--- config.mk ---
export PLATFORM = sky130hd
export DESIGN_NAME = baud_change_confirm_revert
export DESIGN_NICKNAME = d
export VERILOG_FILES = /design/src/design/bccr_pkg.sv /design/src/design/baud_change_confirm_revert.sv
export SDC_FILE = /design/constraint.sdc
export NUM_CORES = 2
export LEC_CHECK = 0
export BUFFER_PORTS_ARGS = -buffer_cell sky130_fd_sc_hd__buf_2
export CORE_MARGIN = 2
export CORE_UTILIZATION = 32
export DETAILED_ROUTE_END_ITERATION = 8
export GPL_TIMING_DRIVEN = 0
export PLACE_DENSITY = 0.48
export REMOVE_ABC_BUFFERS = 1
export SYNTH_ARGS = -nofsm -noshare
export SYNTH_HDL_FRONTEND = slang
export SYNTH_SLANG_ARGS = --single-unit
--- constraint.sdc ---
create_clock -name clk -period 10 [get_ports clk]
set_input_delay 2 -clock clk [delete_from_list [all_inputs] [get_ports clk]]
set_output_delay 2 -clock clk [all_outputs]
set_load 0.02 [all_outputs]
--- src/design/bccr_pkg.sv ---
// shared constants and codes for the baud change confirm/revert guard
package bccr_pkg;

	// command codes
	localparam logic [1:0] CMD_LOAD    = 2'd0;
	localparam logic [1:0] CMD_REQUEST = 2'd1;
	localparam logic [1:0] CMD_CONFIRM = 2'd2;
	localparam logic [1:0] CMD_TICK    = 2'd3;

	// status codes
	localparam logic [1:0] STAT_OK    = 2'd0;
	localparam logic [1:0] STAT_STATE = 2'd1;
	localparam logic [1:0] STAT_RANGE = 2'd2;

	// phase codes
	localparam logic [1:0] PH_IDLE  = 2'd0;
	localparam logic [1:0] PH_ARMED = 2'd1;
	localparam logic [1:0] PH_WAIT  = 2'd2;

	// configuration register indexes
	localparam logic [2:0] REG_UART_CLK    = 3'd0;
	localparam logic [2:0] REG_BOOT_BAUD   = 3'd1;
	localparam logic [2:0] REG_DEFAULT     = 3'd2;
	localparam logic [2:0] REG_MAX_ERR_PPM = 3'd3;
	localparam logic [2:0] REG_CONFIRM_MS  = 3'd4;

	// reset values of the configuration registers
	localparam logic [31:0] RST_UART_CLK    = 32'd100000000;
	localparam logic [31:0] RST_BOOT_BAUD   = 32'd115200;
	localparam logic [31:0] RST_DEFAULT     = 32'd115200;
	localparam logic [31:0] RST_MAX_ERR_PPM = 32'd20000;
	localparam logic [15:0] RST_CONFIRM_MS  = 16'd3000;

	// divisor limits and error scale
	localparam logic [63:0] DIV_MIN   = 64'd16;
	localparam logic [63:0] DIV_MAX   = 64'd65535;
	localparam logic [31:0] PPM_SCALE = 32'd1000000;
	localparam logic [15:0] REM_SAT   = 16'hFFFF;

	// width of the shared divider
	localparam int DIV_W = 64;
	localparam int CNT_W = $clog2(DIV_W);

endpackage

--- src/design/baud_change_confirm_revert.sv ---
// top level of the baud change confirm/revert guard with its serial divider
//
//  channel   ports                                   handshake
//  --------  --------------------------------------  ----------------------------
//  command   cmd baud_value table_present table_baud start high, busy low
//            now_ms
//  result    status active_baud confirmed_baud       done strobe, one cycle,
//            pending_baud phase apply_now            no back-pressure
//            table_writeback remaining_ms
//            applied_count commit_count reverted_count
//  config    cfg_we cfg_idx cfg_wdata                cfg_we, taken every edge
//
// a word that needs a reachability check (load, request in idle phase, tick in idle
// phase with a present, differing table rate) runs two 64-step divider passes plus
// multiply and compare steps before done; a divisor out of range skips the second
// pass. other words skip the divider and go straight to the done state.
// busy is high from accept until the cycle in which done is shown.
// arst_n clears the sequencer and all rate state to reset values at once.
module baud_change_confirm_revert (
	input  logic        clk,
	input  logic        arst_n,
	// command word
	input  logic        start,
	output logic        busy,
	input  logic [1:0]  cmd,
	input  logic [31:0] baud_value,
	input  logic        table_present,
	input  logic [31:0] table_baud,
	input  logic [47:0] now_ms,
	// result word
	output logic        done,
	output logic [1:0]  status,
	output logic [31:0] active_baud,
	output logic [31:0] confirmed_baud,
	output logic [31:0] pending_baud,
	output logic [1:0]  phase,
	output logic        apply_now,
	output logic        table_writeback,
	output logic [15:0] remaining_ms,
	output logic [31:0] applied_count,
	output logic [31:0] commit_count,
	output logic [31:0] reverted_count,
	// configuration
	input  logic        cfg_we,
	input  logic [2:0]  cfg_idx,
	input  logic [31:0] cfg_wdata
);

	localparam int DW = bccr_pkg::DIV_W;
	localparam int CW = bccr_pkg::CNT_W;

	typedef enum logic [8:0] {
		ST_IDLE  = 9'b000000001,
		ST_DIV1  = 9'b000000010,
		ST_RANGE = 9'b000000100,
		ST_MUL1  = 9'b000001000,
		ST_DIFF  = 9'b000010000,
		ST_MUL2  = 9'b000100000,
		ST_DIV2  = 9'b001000000,
		ST_EVAL  = 9'b010000000,
		ST_DONE  = 9'b100000000
	} state_t;

	state_t st_q;
	logic   out_st_q;

	// configuration registers
	logic [31:0] uart_clk_q, boot_baud_q, default_baud_q, max_err_q;
	logic [15:0] confirm_ms_q;

	// latched command word
	logic [1:0]  cmd_q;
	logic [31:0] baud_q, tbaud_q, chk_baud_q;
	logic        present_q;
	logic [47:0] now_q;

	// rate state
	logic [1:0]  phase_q;
	logic [31:0] active_q, committed_q, waiting_q;
	logic [48:0] deadline_q;
	logic [31:0] apply_cnt_q, confirm_cnt_q, revert_cnt_q;

	// datapath registers
	logic [DW-1:0] rem_q, quo_q, den_q, prod_q;
	logic [CW-1:0] cnt_q;
	logic [47:0]   got_q;
	logic [31:0]   diff_q;
	logic          reach_q;

	// result registers
	logic        done_q, apply_q, wb_q;
	logic [1:0]  status_q;
	logic [15:0] remain_q;

	// configuration write port
	always_ff @(posedge clk or negedge arst_n) begin
		if (!arst_n) begin
			uart_clk_q     <= bccr_pkg::RST_UART_CLK;
			boot_baud_q    <= bccr_pkg::RST_BOOT_BAUD;
			default_baud_q <= bccr_pkg::RST_DEFAULT;
			max_err_q      <= bccr_pkg::RST_MAX_ERR_PPM;
			confirm_ms_q   <= bccr_pkg::RST_CONFIRM_MS;
		end else if (cfg_we) begin
			case (cfg_idx)
				bccr_pkg::REG_UART_CLK:    uart_clk_q     <= cfg_wdata;
				bccr_pkg::REG_BOOT_BAUD:   boot_baud_q    <= cfg_wdata;
				bccr_pkg::REG_DEFAULT:     default_baud_q <= cfg_wdata;
				bccr_pkg::REG_MAX_ERR_PPM: max_err_q      <= cfg_wdata;
				bccr_pkg::REG_CONFIRM_MS:  confirm_ms_q   <= cfg_wdata[15:0];
				default: ;
			endcase
		end
	end

	// accept decode: which rate needs a reachability check
	logic        accept;
	logic        need_chk;
	logic [31:0] sel_baud;
	logic [32:0] num_init;

	assign accept = start && (st_q == ST_IDLE) && !out_st_q;

	always_comb begin
		need_chk = 1'b0;
		sel_baud = baud_value;
		case (cmd)
			bccr_pkg::CMD_LOAD: begin
				need_chk = 1'b1;
				sel_baud = boot_baud_q;
			end
			bccr_pkg::CMD_REQUEST: begin
				need_chk = (phase_q == bccr_pkg::PH_IDLE);
			end
			bccr_pkg::CMD_TICK: begin
				need_chk = table_present && (phase_q == bccr_pkg::PH_IDLE) &&
					(table_baud != active_q);
				sel_baud = table_baud;
			end
			default: need_chk = 1'b0;
		endcase
	end

	// rounded divisor numerator: uart clock + baud/2
	assign num_init = {1'b0, uart_clk_q} + {2'b00, sel_baud[31:1]};

	// restoring divider step, one quotient bit per cycle
	logic [DW:0]   div_r, div_sub;
	logic          div_ge;
	logic [DW-1:0] rem_nx, quo_nx;

	assign div_r   = {rem_q, quo_q[DW-1]};
	assign div_sub = div_r - {1'b0, den_q};
	assign div_ge  = (div_r >= {1'b0, den_q});
	assign rem_nx  = div_ge ? div_sub[DW-1:0] : div_r[DW-1:0];
	assign quo_nx  = {quo_q[DW-2:0], div_ge};

	// shared multiplier operands
	logic [31:0] mul_a, mul_b;
	logic [63:0] mul_p;

	always_comb begin
		if (st_q == ST_MUL2) begin
			mul_a = diff_q;
			mul_b = bccr_pkg::PPM_SCALE;
		end else begin
			mul_a = chk_baud_q;
			mul_b = {16'h0000, quo_q[15:0]};
		end
	end
	assign mul_p = {32'h0, mul_a} * {32'h0, mul_b};

	// absolute rate error |uart clock - baud * divisor|, at most baud/2
	logic [47:0] kern48, diff48;
	assign kern48 = {16'h0000, uart_clk_q};
	assign diff48 = (kern48 > prod_q[47:0]) ? (kern48 - prod_q[47:0]) :
		(prod_q[47:0] - kern48);

	// command outcome on the rate state
	logic [1:0]  phase_d, status_d;
	logic [31:0] active_d, committed_d, waiting_d, boot_sel;
	logic [48:0] deadline_d, deadline_new;
	logic [31:0] apply_cnt_d, confirm_cnt_d, revert_cnt_d;
	logic        apply_d, wb_d, applied, expired;

	assign boot_sel     = reach_q ? boot_baud_q : default_baud_q;
	assign deadline_new = {1'b0, now_q} + {33'h0, confirm_ms_q};

	always_comb begin
		phase_d       = phase_q;
		active_d      = active_q;
		committed_d   = committed_q;
		waiting_d     = waiting_q;
		deadline_d    = deadline_q;
		apply_cnt_d   = apply_cnt_q;
		confirm_cnt_d = confirm_cnt_q;
		revert_cnt_d  = revert_cnt_q;
		status_d      = bccr_pkg::STAT_OK;
		apply_d       = 1'b0;
		wb_d          = 1'b0;
		applied       = 1'b0;
		expired       = 1'b0;
		case (cmd_q)
			bccr_pkg::CMD_LOAD: begin
				active_d      = boot_sel;
				committed_d   = boot_sel;
				waiting_d     = 32'h0;
				deadline_d    = 49'h0;
				phase_d       = bccr_pkg::PH_IDLE;
				apply_cnt_d   = 32'h0;
				confirm_cnt_d = 32'h0;
				revert_cnt_d  = 32'h0;
			end
			bccr_pkg::CMD_REQUEST: begin
				if (phase_q != bccr_pkg::PH_IDLE) begin
					status_d = bccr_pkg::STAT_STATE;
				end else if (!reach_q) begin
					status_d = bccr_pkg::STAT_RANGE;
				end else if (baud_q != active_q) begin
					waiting_d = baud_q;
					phase_d   = bccr_pkg::PH_ARMED;
				end
			end
			bccr_pkg::CMD_CONFIRM: begin
				if (phase_q != bccr_pkg::PH_WAIT) begin
					status_d = bccr_pkg::STAT_STATE;
				end else if (baud_q != waiting_q) begin
					status_d = bccr_pkg::STAT_RANGE;
				end else begin
					committed_d   = waiting_q;
					waiting_d     = 32'h0;
					phase_d       = bccr_pkg::PH_IDLE;
					confirm_cnt_d = confirm_cnt_q + 32'd1;
				end
			end
			default: begin
				// tick: table rate as an implicit request
				if (present_q && (phase_q == bccr_pkg::PH_IDLE) &&
						(tbaud_q != active_q) && reach_q) begin
					waiting_d = tbaud_q;
					phase_d   = bccr_pkg::PH_ARMED;
				end
				// apply an armed rate
				if (phase_d == bccr_pkg::PH_ARMED) begin
					applied     = 1'b1;
					active_d    = waiting_d;
					phase_d     = bccr_pkg::PH_WAIT;
					deadline_d  = deadline_new;
					apply_cnt_d = apply_cnt_q + 32'd1;
				end
				// deadline passed: fresh deadline expires only with a zero window
				if (applied) begin
					expired = (confirm_ms_q == 16'h0);
				end else begin
					expired = (phase_q == bccr_pkg::PH_WAIT) &&
						({1'b0, now_q} >= deadline_q);
				end
				if (expired) begin
					active_d     = committed_q;
					waiting_d    = 32'h0;
					phase_d      = bccr_pkg::PH_IDLE;
					revert_cnt_d = revert_cnt_q + 32'd1;
				end
				apply_d = applied || expired;
				wb_d    = present_q;
			end
		endcase
	end

	// time left before revert, saturated
	logic [48:0] left49;
	logic [15:0] remain_d;
	assign left49 = deadline_q - {1'b0, now_q};
	always_comb begin
		remain_d = 16'h0;
		if ((phase_q == bccr_pkg::PH_WAIT) && (deadline_q > {1'b0, now_q})) begin
			remain_d = (left49[48:16] != 33'h0) ? bccr_pkg::REM_SAT : left49[15:0];
		end
	end

	// sequencer and rate state
	always_ff @(posedge clk or negedge arst_n) begin
		if (!arst_n) begin
			st_q          <= ST_IDLE;
			out_st_q      <= 1'b0;
			done_q        <= 1'b0;
			phase_q       <= bccr_pkg::PH_IDLE;
			active_q      <= bccr_pkg::RST_DEFAULT;
			committed_q   <= bccr_pkg::RST_DEFAULT;
			waiting_q     <= 32'h0;
			deadline_q    <= 49'h0;
			apply_cnt_q   <= 32'h0;
			confirm_cnt_q <= 32'h0;
			revert_cnt_q  <= 32'h0;
			reach_q       <= 1'b0;
		end else begin
			done_q   <= out_st_q;
			out_st_q <= 1'b0;
			case (st_q)
				ST_IDLE: begin
					if (accept) begin
						reach_q <= 1'b0;
						st_q    <= need_chk ? ST_DIV1 : ST_DONE;
					end
				end
				ST_DIV1: begin
					if (cnt_q == '0) begin
						st_q <= ST_RANGE;
					end
				end
				ST_RANGE: begin
					if ((quo_q >= bccr_pkg::DIV_MIN) && (quo_q <= bccr_pkg::DIV_MAX)) begin
						st_q <= ST_MUL1;
					end else begin
						st_q <= ST_DONE;
					end
				end
				ST_MUL1: st_q <= ST_DIFF;
				ST_DIFF: st_q <= ST_MUL2;
				ST_MUL2: st_q <= ST_DIV2;
				ST_DIV2: begin
					if (cnt_q == '0) begin
						st_q <= ST_EVAL;
					end
				end
				ST_EVAL: begin
					reach_q <= (quo_q[31:0] <= max_err_q);
					st_q    <= ST_DONE;
				end
				ST_DONE: begin
					phase_q       <= phase_d;
					active_q      <= active_d;
					committed_q   <= committed_d;
					waiting_q     <= waiting_d;
					deadline_q    <= deadline_d;
					apply_cnt_q   <= apply_cnt_d;
					confirm_cnt_q <= confirm_cnt_d;
					revert_cnt_q  <= revert_cnt_d;
					out_st_q      <= 1'b1;
					st_q          <= ST_IDLE;
				end
				default: st_q <= ST_IDLE;
			endcase
		end
	end

	// datapath: latched word, divider, multiplier results
	always_ff @(posedge clk) begin
		case (st_q)
			ST_IDLE: begin
				if (accept) begin
					cmd_q      <= cmd;
					baud_q     <= baud_value;
					present_q  <= table_present;
					tbaud_q    <= table_baud;
					now_q      <= now_ms;
					chk_baud_q <= sel_baud;
					rem_q      <= '0;
					quo_q      <= {{(DW - 33){1'b0}}, num_init};
					den_q      <= {{(DW - 32){1'b0}}, sel_baud};
					cnt_q      <= CW'(DW - 1);
				end
			end
			ST_DIV1, ST_DIV2: begin
				rem_q <= rem_nx;
				quo_q <= quo_nx;
				cnt_q <= cnt_q - 1'b1;
			end
			ST_MUL1: prod_q <= mul_p;
			ST_DIFF: begin
				got_q  <= prod_q[47:0];
				diff_q <= diff48[31:0];
			end
			ST_MUL2: begin
				// error times ppm over baud * divisor
				rem_q <= '0;
				quo_q <= mul_p;
				den_q <= {{(DW - 48){1'b0}}, got_q};
				cnt_q <= CW'(DW - 1);
			end
			ST_DONE: begin
				status_q <= status_d;
				apply_q  <= apply_d;
				wb_q     <= wb_d;
			end
			default: ;
		endcase
		if (out_st_q) begin
			remain_q <= remain_d;
		end
	end

	// result ports
	assign busy            = (st_q != ST_IDLE) || out_st_q;
	assign done            = done_q;
	assign status          = status_q;
	assign active_baud     = active_q;
	assign confirmed_baud  = committed_q;
	assign pending_baud    = waiting_q;
	assign phase           = phase_q;
	assign apply_now       = apply_q;
	assign table_writeback = wb_q;
	assign remaining_ms    = remain_q;
	assign applied_count   = apply_cnt_q;
	assign commit_count    = confirm_cnt_q;
	assign reverted_count  = revert_cnt_q;

endmodule

* Yosys cells after proc, flatten, opt, wreduce, memory -nomap -nowiden
Index checks and enable logic that the tools add are counted.
Word-level totals: register bits after elaboration 892, logic and storage cells 199
Operators by class: add/subtract/negate cells 10, multipliers 1, magnitude comparators 7, equal/unequal tests 33, muxes and demuxes 67, bitwise operators 1, reductions and logical operators 46
Operator list (number):
- two-way mux 32 bit | 18
- one-hot mux 32 bit (2 select lines) | 6
- one-hot mux 64 bit (3 select lines) | 2
- two-way mux 64 bit | 4
- != test 32 bit | 4
- one-hot mux 64 bit (2 select lines) | 1
- one-hot mux 49 bit (2 select lines) | 1
- adder 32 x 1 -> 32 bit, second input constant | 3
- one-hot mux 32 bit (3 select lines) | 1
- one-hot mux 9 bit (8 select lines) | 1
- >= comparator 65 x 64 -> 1 bit | 1
- >= comparator 64 x 5 -> 1 bit, second input constant | 1
- less-or-equal comparator 64 x 16 -> 1 bit, second input constant | 1
- subtractor 32 bit | 2
- subtractor 64 bit | 1
- multiplier 32 x 20 -> 52 bit | 1
- adder 48 x 16 -> 49 bit | 1
- >= comparator 48 x 49 -> 1 bit | 1
- greater-than comparator 49 x 48 -> 1 bit | 1
- two-way mux 49 bit | 1
- subtractor 49 x 48 -> 49 bit | 1
- greater-than comparator 32 x 48 -> 1 bit | 1
- two-way mux 9 bit | 5
- adder 32 x 31 -> 33 bit | 1
- other kinds (45) | 105

* Longest topological paths before layout
depth in word-level cells 13, depth in mapped cells 34, depth with buffers taken out 32

* Least setup slack after synthesis
Ideal clock, no wire load.
path type reg-to-reg, start register st_q[2], end register st_q[0], arrival 9.726 ns, data required time 9.922 ns, setup slack 0.197 ns, cell stages (with the launch flop) 6, buffers on the path 0, clock period less this slack 9.803 ns, path through dfrtp_1 or4_1 nor4bb_1 nor3_1 a31o_2 and2_1
On the way: longest elaborated chain between the ends 5, elaborated cells on any way between the ends 15
RTL lines:
- start: declaration | line baud_change_confirm_revert.sv:64 | state_t st_q;
- start signal: assignment | line baud_change_confirm_revert.sv:302 | st_q <= need_chk ? ST_DIV1 : ST_DONE;
- equality test 9 x 1 -> 1 bit | line baud_change_confirm_revert.sv:121, baud_change_confirm_revert.sv:298
- logical AND 1 bit (2 in a row) | line baud_change_confirm_revert.sv:121 | assign accept = start && (st_q == ST_IDLE) && !out_st_q;
- != test 2 bit (no line)
- AND reduction 3 bit (no line)
Parallel ways exist; a longest one is shown, timed or not. A chain may end at the register's enable or synchronous reset.

* Final worst setup path
start register st_q[2], end register quo_q[50] (data pin)
On the way: longest elaborated chain between the ends 4, elaborated cells on any way between the ends 9
RTL lines:
- equality test 9 x 6 -> 1 bit | line baud_change_confirm_revert.sv:162, baud_change_confirm_revert.sv:348
- two-way mux 32 bit / two-way mux 20 bit (equally long branches) | line baud_change_confirm_revert.sv:162 | if (st_q == ST_MUL2) begin
- multiplier 32 x 20 -> 52 bit | line baud_change_confirm_revert.sv:170 | assign mul_p = {32'h0, mul_a} * {32'h0, mul_b};
- one-hot mux 64 bit (3 select lines) * | line baud_change_confirm_revert.sv:348 | case (st_q)
- end signal: assignment | line baud_change_confirm_revert.sv:358 | quo_q <= {{(DW - 33){1'b0}}, num_init};
- end signal: assignment | line baud_change_confirm_revert.sv:365 | quo_q <= quo_nx;
- end signal: assignment | line baud_change_confirm_revert.sv:376 | quo_q <= mul_p;
- end: declaration | line baud_change_confirm_revert.sv:84 | logic [DW-1:0] rem_q, quo_q, den_q, prod_q;
Mark *: on every way between the ends. The rest lies on a longest branch, timed or not.

==> impl_metrics.ini <==
[critical_path]
rr_endpoint = quo_q[50]
slowest_stage = or4_4
required_ps = 10450
worstPathArrival_ps = 10130
crit_fanout = 92
rr_worst_depth = 32
critPathMaxStageDelay_ps = 610
crit_top_cell = fa_1
end_kind = register
r2r-start = st_q[2]
crit_type = register to register
worstSetupStartpointType = register
critPathBufInv = 7
critical-path-top-delay-family = adder cells
r2r_slack_ps = 320

[clock_network]
root_buffer = clkbuf_16
cts_buffer_depth = 3
clk_latency_ps = 750
clock-sinks = 876
cts_made_buffers = 105
cts_tree = built
clk_pin_slew_ps = 60
hold_buffers = 0
htreeDepth = 3

[final_layout]
area_growth_pct = 13.66
final_common_cell = inv_1
nets = 8646
layout-drive-gt1-share_pct = 12.87
fin_area_um2 = 80400
final_cell_mix = inv_1 (840), nand2_1 (790), fa_1 (532)

[floorplanning]
fp.dieH_um = 474.2
num_io_pins = 370
die_area_um2 = 224800
start_util_pct = 32.19
die_width_um = 474.2
core-area_um2 = 219700
row_count = 172

[timing]
fmax_mhz = 103.3
report.final.slew_viol_count = 0
layout_min_cycle_time_ps = 9680
hold_viol = 0
worst_slew_pin_slew_ps = 1455
finalCritPeriodShare_pct = 96.80
finalClockSkew_ps = 52.63
relSlewSlack_pct = 2.967
setup_violations = 0

[worst_hold_path]
holdCritStartpoint = prod_q[45]
hold-path-endpoint = got_q[45]
holdPathStages = 0
hold_path.class = register to register

[grt]
grt_pass1_vias = 55350
overflow = 0
antenna_found_initial = 41
grt_max_degree = 107
track_usage_pct = 22.32
grt_first_pass_wirelength_um = 376500

[place]
dpl_cell_area_um2 = 76560
portBuffers = 369
dp_hpwl_um = 195000
gp_congestion = 0.9233

[synth]
yosys_warnings = 0
avgSynthCellArea_um2 = 9.670
synth.cell_area_um2 = 70740
ys_ff_latch = 876
ys.flop_type = edfxtp_1
synth.yosys.seq_area_share_pct = 34.44
syn_inst = 7315
async_flop_share_pct = 45.55
synth_cell_types = 101
synth_edf_count = 477

[route]
detail-route-antenna-nets = 0
drt-total-wl_um = 255000
vias = 56050
vias_per_cell = 5.284
drc = 0
wl_per_cell_um = 24.04
drt_iter0_markers = 4699
dr.pass1.iters = 7

[status]
status = finished clean

[run]
cap_violations = 0
==> cell type report <==
cell class	count	area [µm²]
fillers	22230	139300
diodes	17	42.54
repair buffers	465	3372
flip-flops and latches	876	24360
clock buffers	150	3009
inverters	843	3172
clock inverters	47	456.7
multi-input cells	5251	42280
well taps	2958	3701
==> routing by layer <==
layer	part of all wire [%]	vias up	routed length [µm]	track usage (%)
li1	-	25470	-	-
met1	45	28250	114800	31.59
met2	44	1881	112500	34.16
met3	6.5	432	16610	3.287
met4	4.3	20	10890	8.741
met5	0.053	-	135	0
==> stage by stage <==
| stage | setup TNS [ps] | worst slack, ps | instances | utilization [%] | hold slack [ps] |
|---|---|---|---|---|---|
| finish | 0 | 319.6 | 10610 | 36.59 | 453.5 |
| global route | -43.65 | -22.44 | 10600 | 36.58 | 471.9 |
| CTS | 0 | 7.366 | 10580 | 36.51 | 454.1 |
| detailed placement | -39160 | -1583 | 10370 | 34.84 | 440.5 |
| global placement | -3572320 | -8520 | 10290 | 34.10 | 439.4 |
| floorplan | -170140 | -2640 | 6965 | - | 426.4 |
==> synth_stat cells (9+ instances only) <==
cell      count  area (µm²)
inv_1       842        3161
nand2_1     806        3025
fa_1        532       10650
edfxtp_1    477       14320
a21oi_1     463        2317
ha_1        418        5230
nor2_1      409        1535
o21ai_0     389        1947
dfrtp_1     358        8959
clkbuf_1    311        1167
xnor2_1     268        2347
and3_1      214        1339
mux2_2      183        2061
xor2_1      157        1375
a21o_1      142        1066
nand4_1     109       681.9
nand3_1     104       520.5
nor2b_1     104       650.6
and2_1       87       544.3
nor3_1       84       420.4
nor4_1       65       406.6
mux2i_1      62       620.6
a22oi_1      59       442.9
a211oi_1     54       405.4
o31ai_1      45       337.8
nand2b_1     44       275.3
o21bai_1     43       322.8
dfstp_2      41        1077
or3_1        34       212.7
a22o_1       32       280.3
o21a_1       32       240.2
a21boi_0     28       210.2
a31oi_1      24       150.1
buf_1        18       67.56
o211ai_1     18       135.1
nor3b_1      17       127.6
buf_2        16       80.08
and4_1       15       131.4
or2_2        14       87.58
o21ai_1      13       65.06
a221o_1      11       110.1
o31a_1       10       87.58
a221oi_1      9       78.83
a31o_2        9       78.83
==> worst max path at each step <==
| stage | slack, ps | to | start | cells after the start |
|---|---|---|---|---|
| floorplan | -2640 | quo_q[51] | st_q[2] | 32 |
| global placement | -8520 | quo_q[50] | st_q[2] | 28 |
| detailed placement | -1580 | quo_q[50] | st_q[2] | 30 |
| CTS | 7 | quo_q[50] | st_q[2] | 31 |
| global route | -20 | quo_q[50] | st_q[2] | 32 |
| finish | 320 | quo_q[50] | st_q[2] | 32 |
==> state kept, by name (all words and copies together), names as in the netlist, 48 cells and up <==
| name | count |
|---|---|
| deadline_q | 49 |
| den_q | 48 |
| got_q | 48 |
| now_q | 48 |
| prod_q | 48 |
| quo_q | 64 |
| rem_q | 64 |
==> logic make-up after synthesis <==
| family | synth area share (%) |
|---|---|
| compound gates | 13.00 |
| xor+xnor | 5.262 |
| fa+ha+maj | 22.45 |
| buf+inv | 6.387 |
| flops | 34.44 |
| mux | 3.791 |
| simple gates | 14.68 |
==> timing repair <==
item	in CTS	in global routing
pin swaps	2	3
gates cloned	4	3
hold endpoints to repair	0	0
setup buffers	5	7
resized for setup	28	22
setup endpoints to repair	54	23
Power is not shown: default switching activity piles up to over one toggle a cycle in this logic, so the estimate is an artifact.
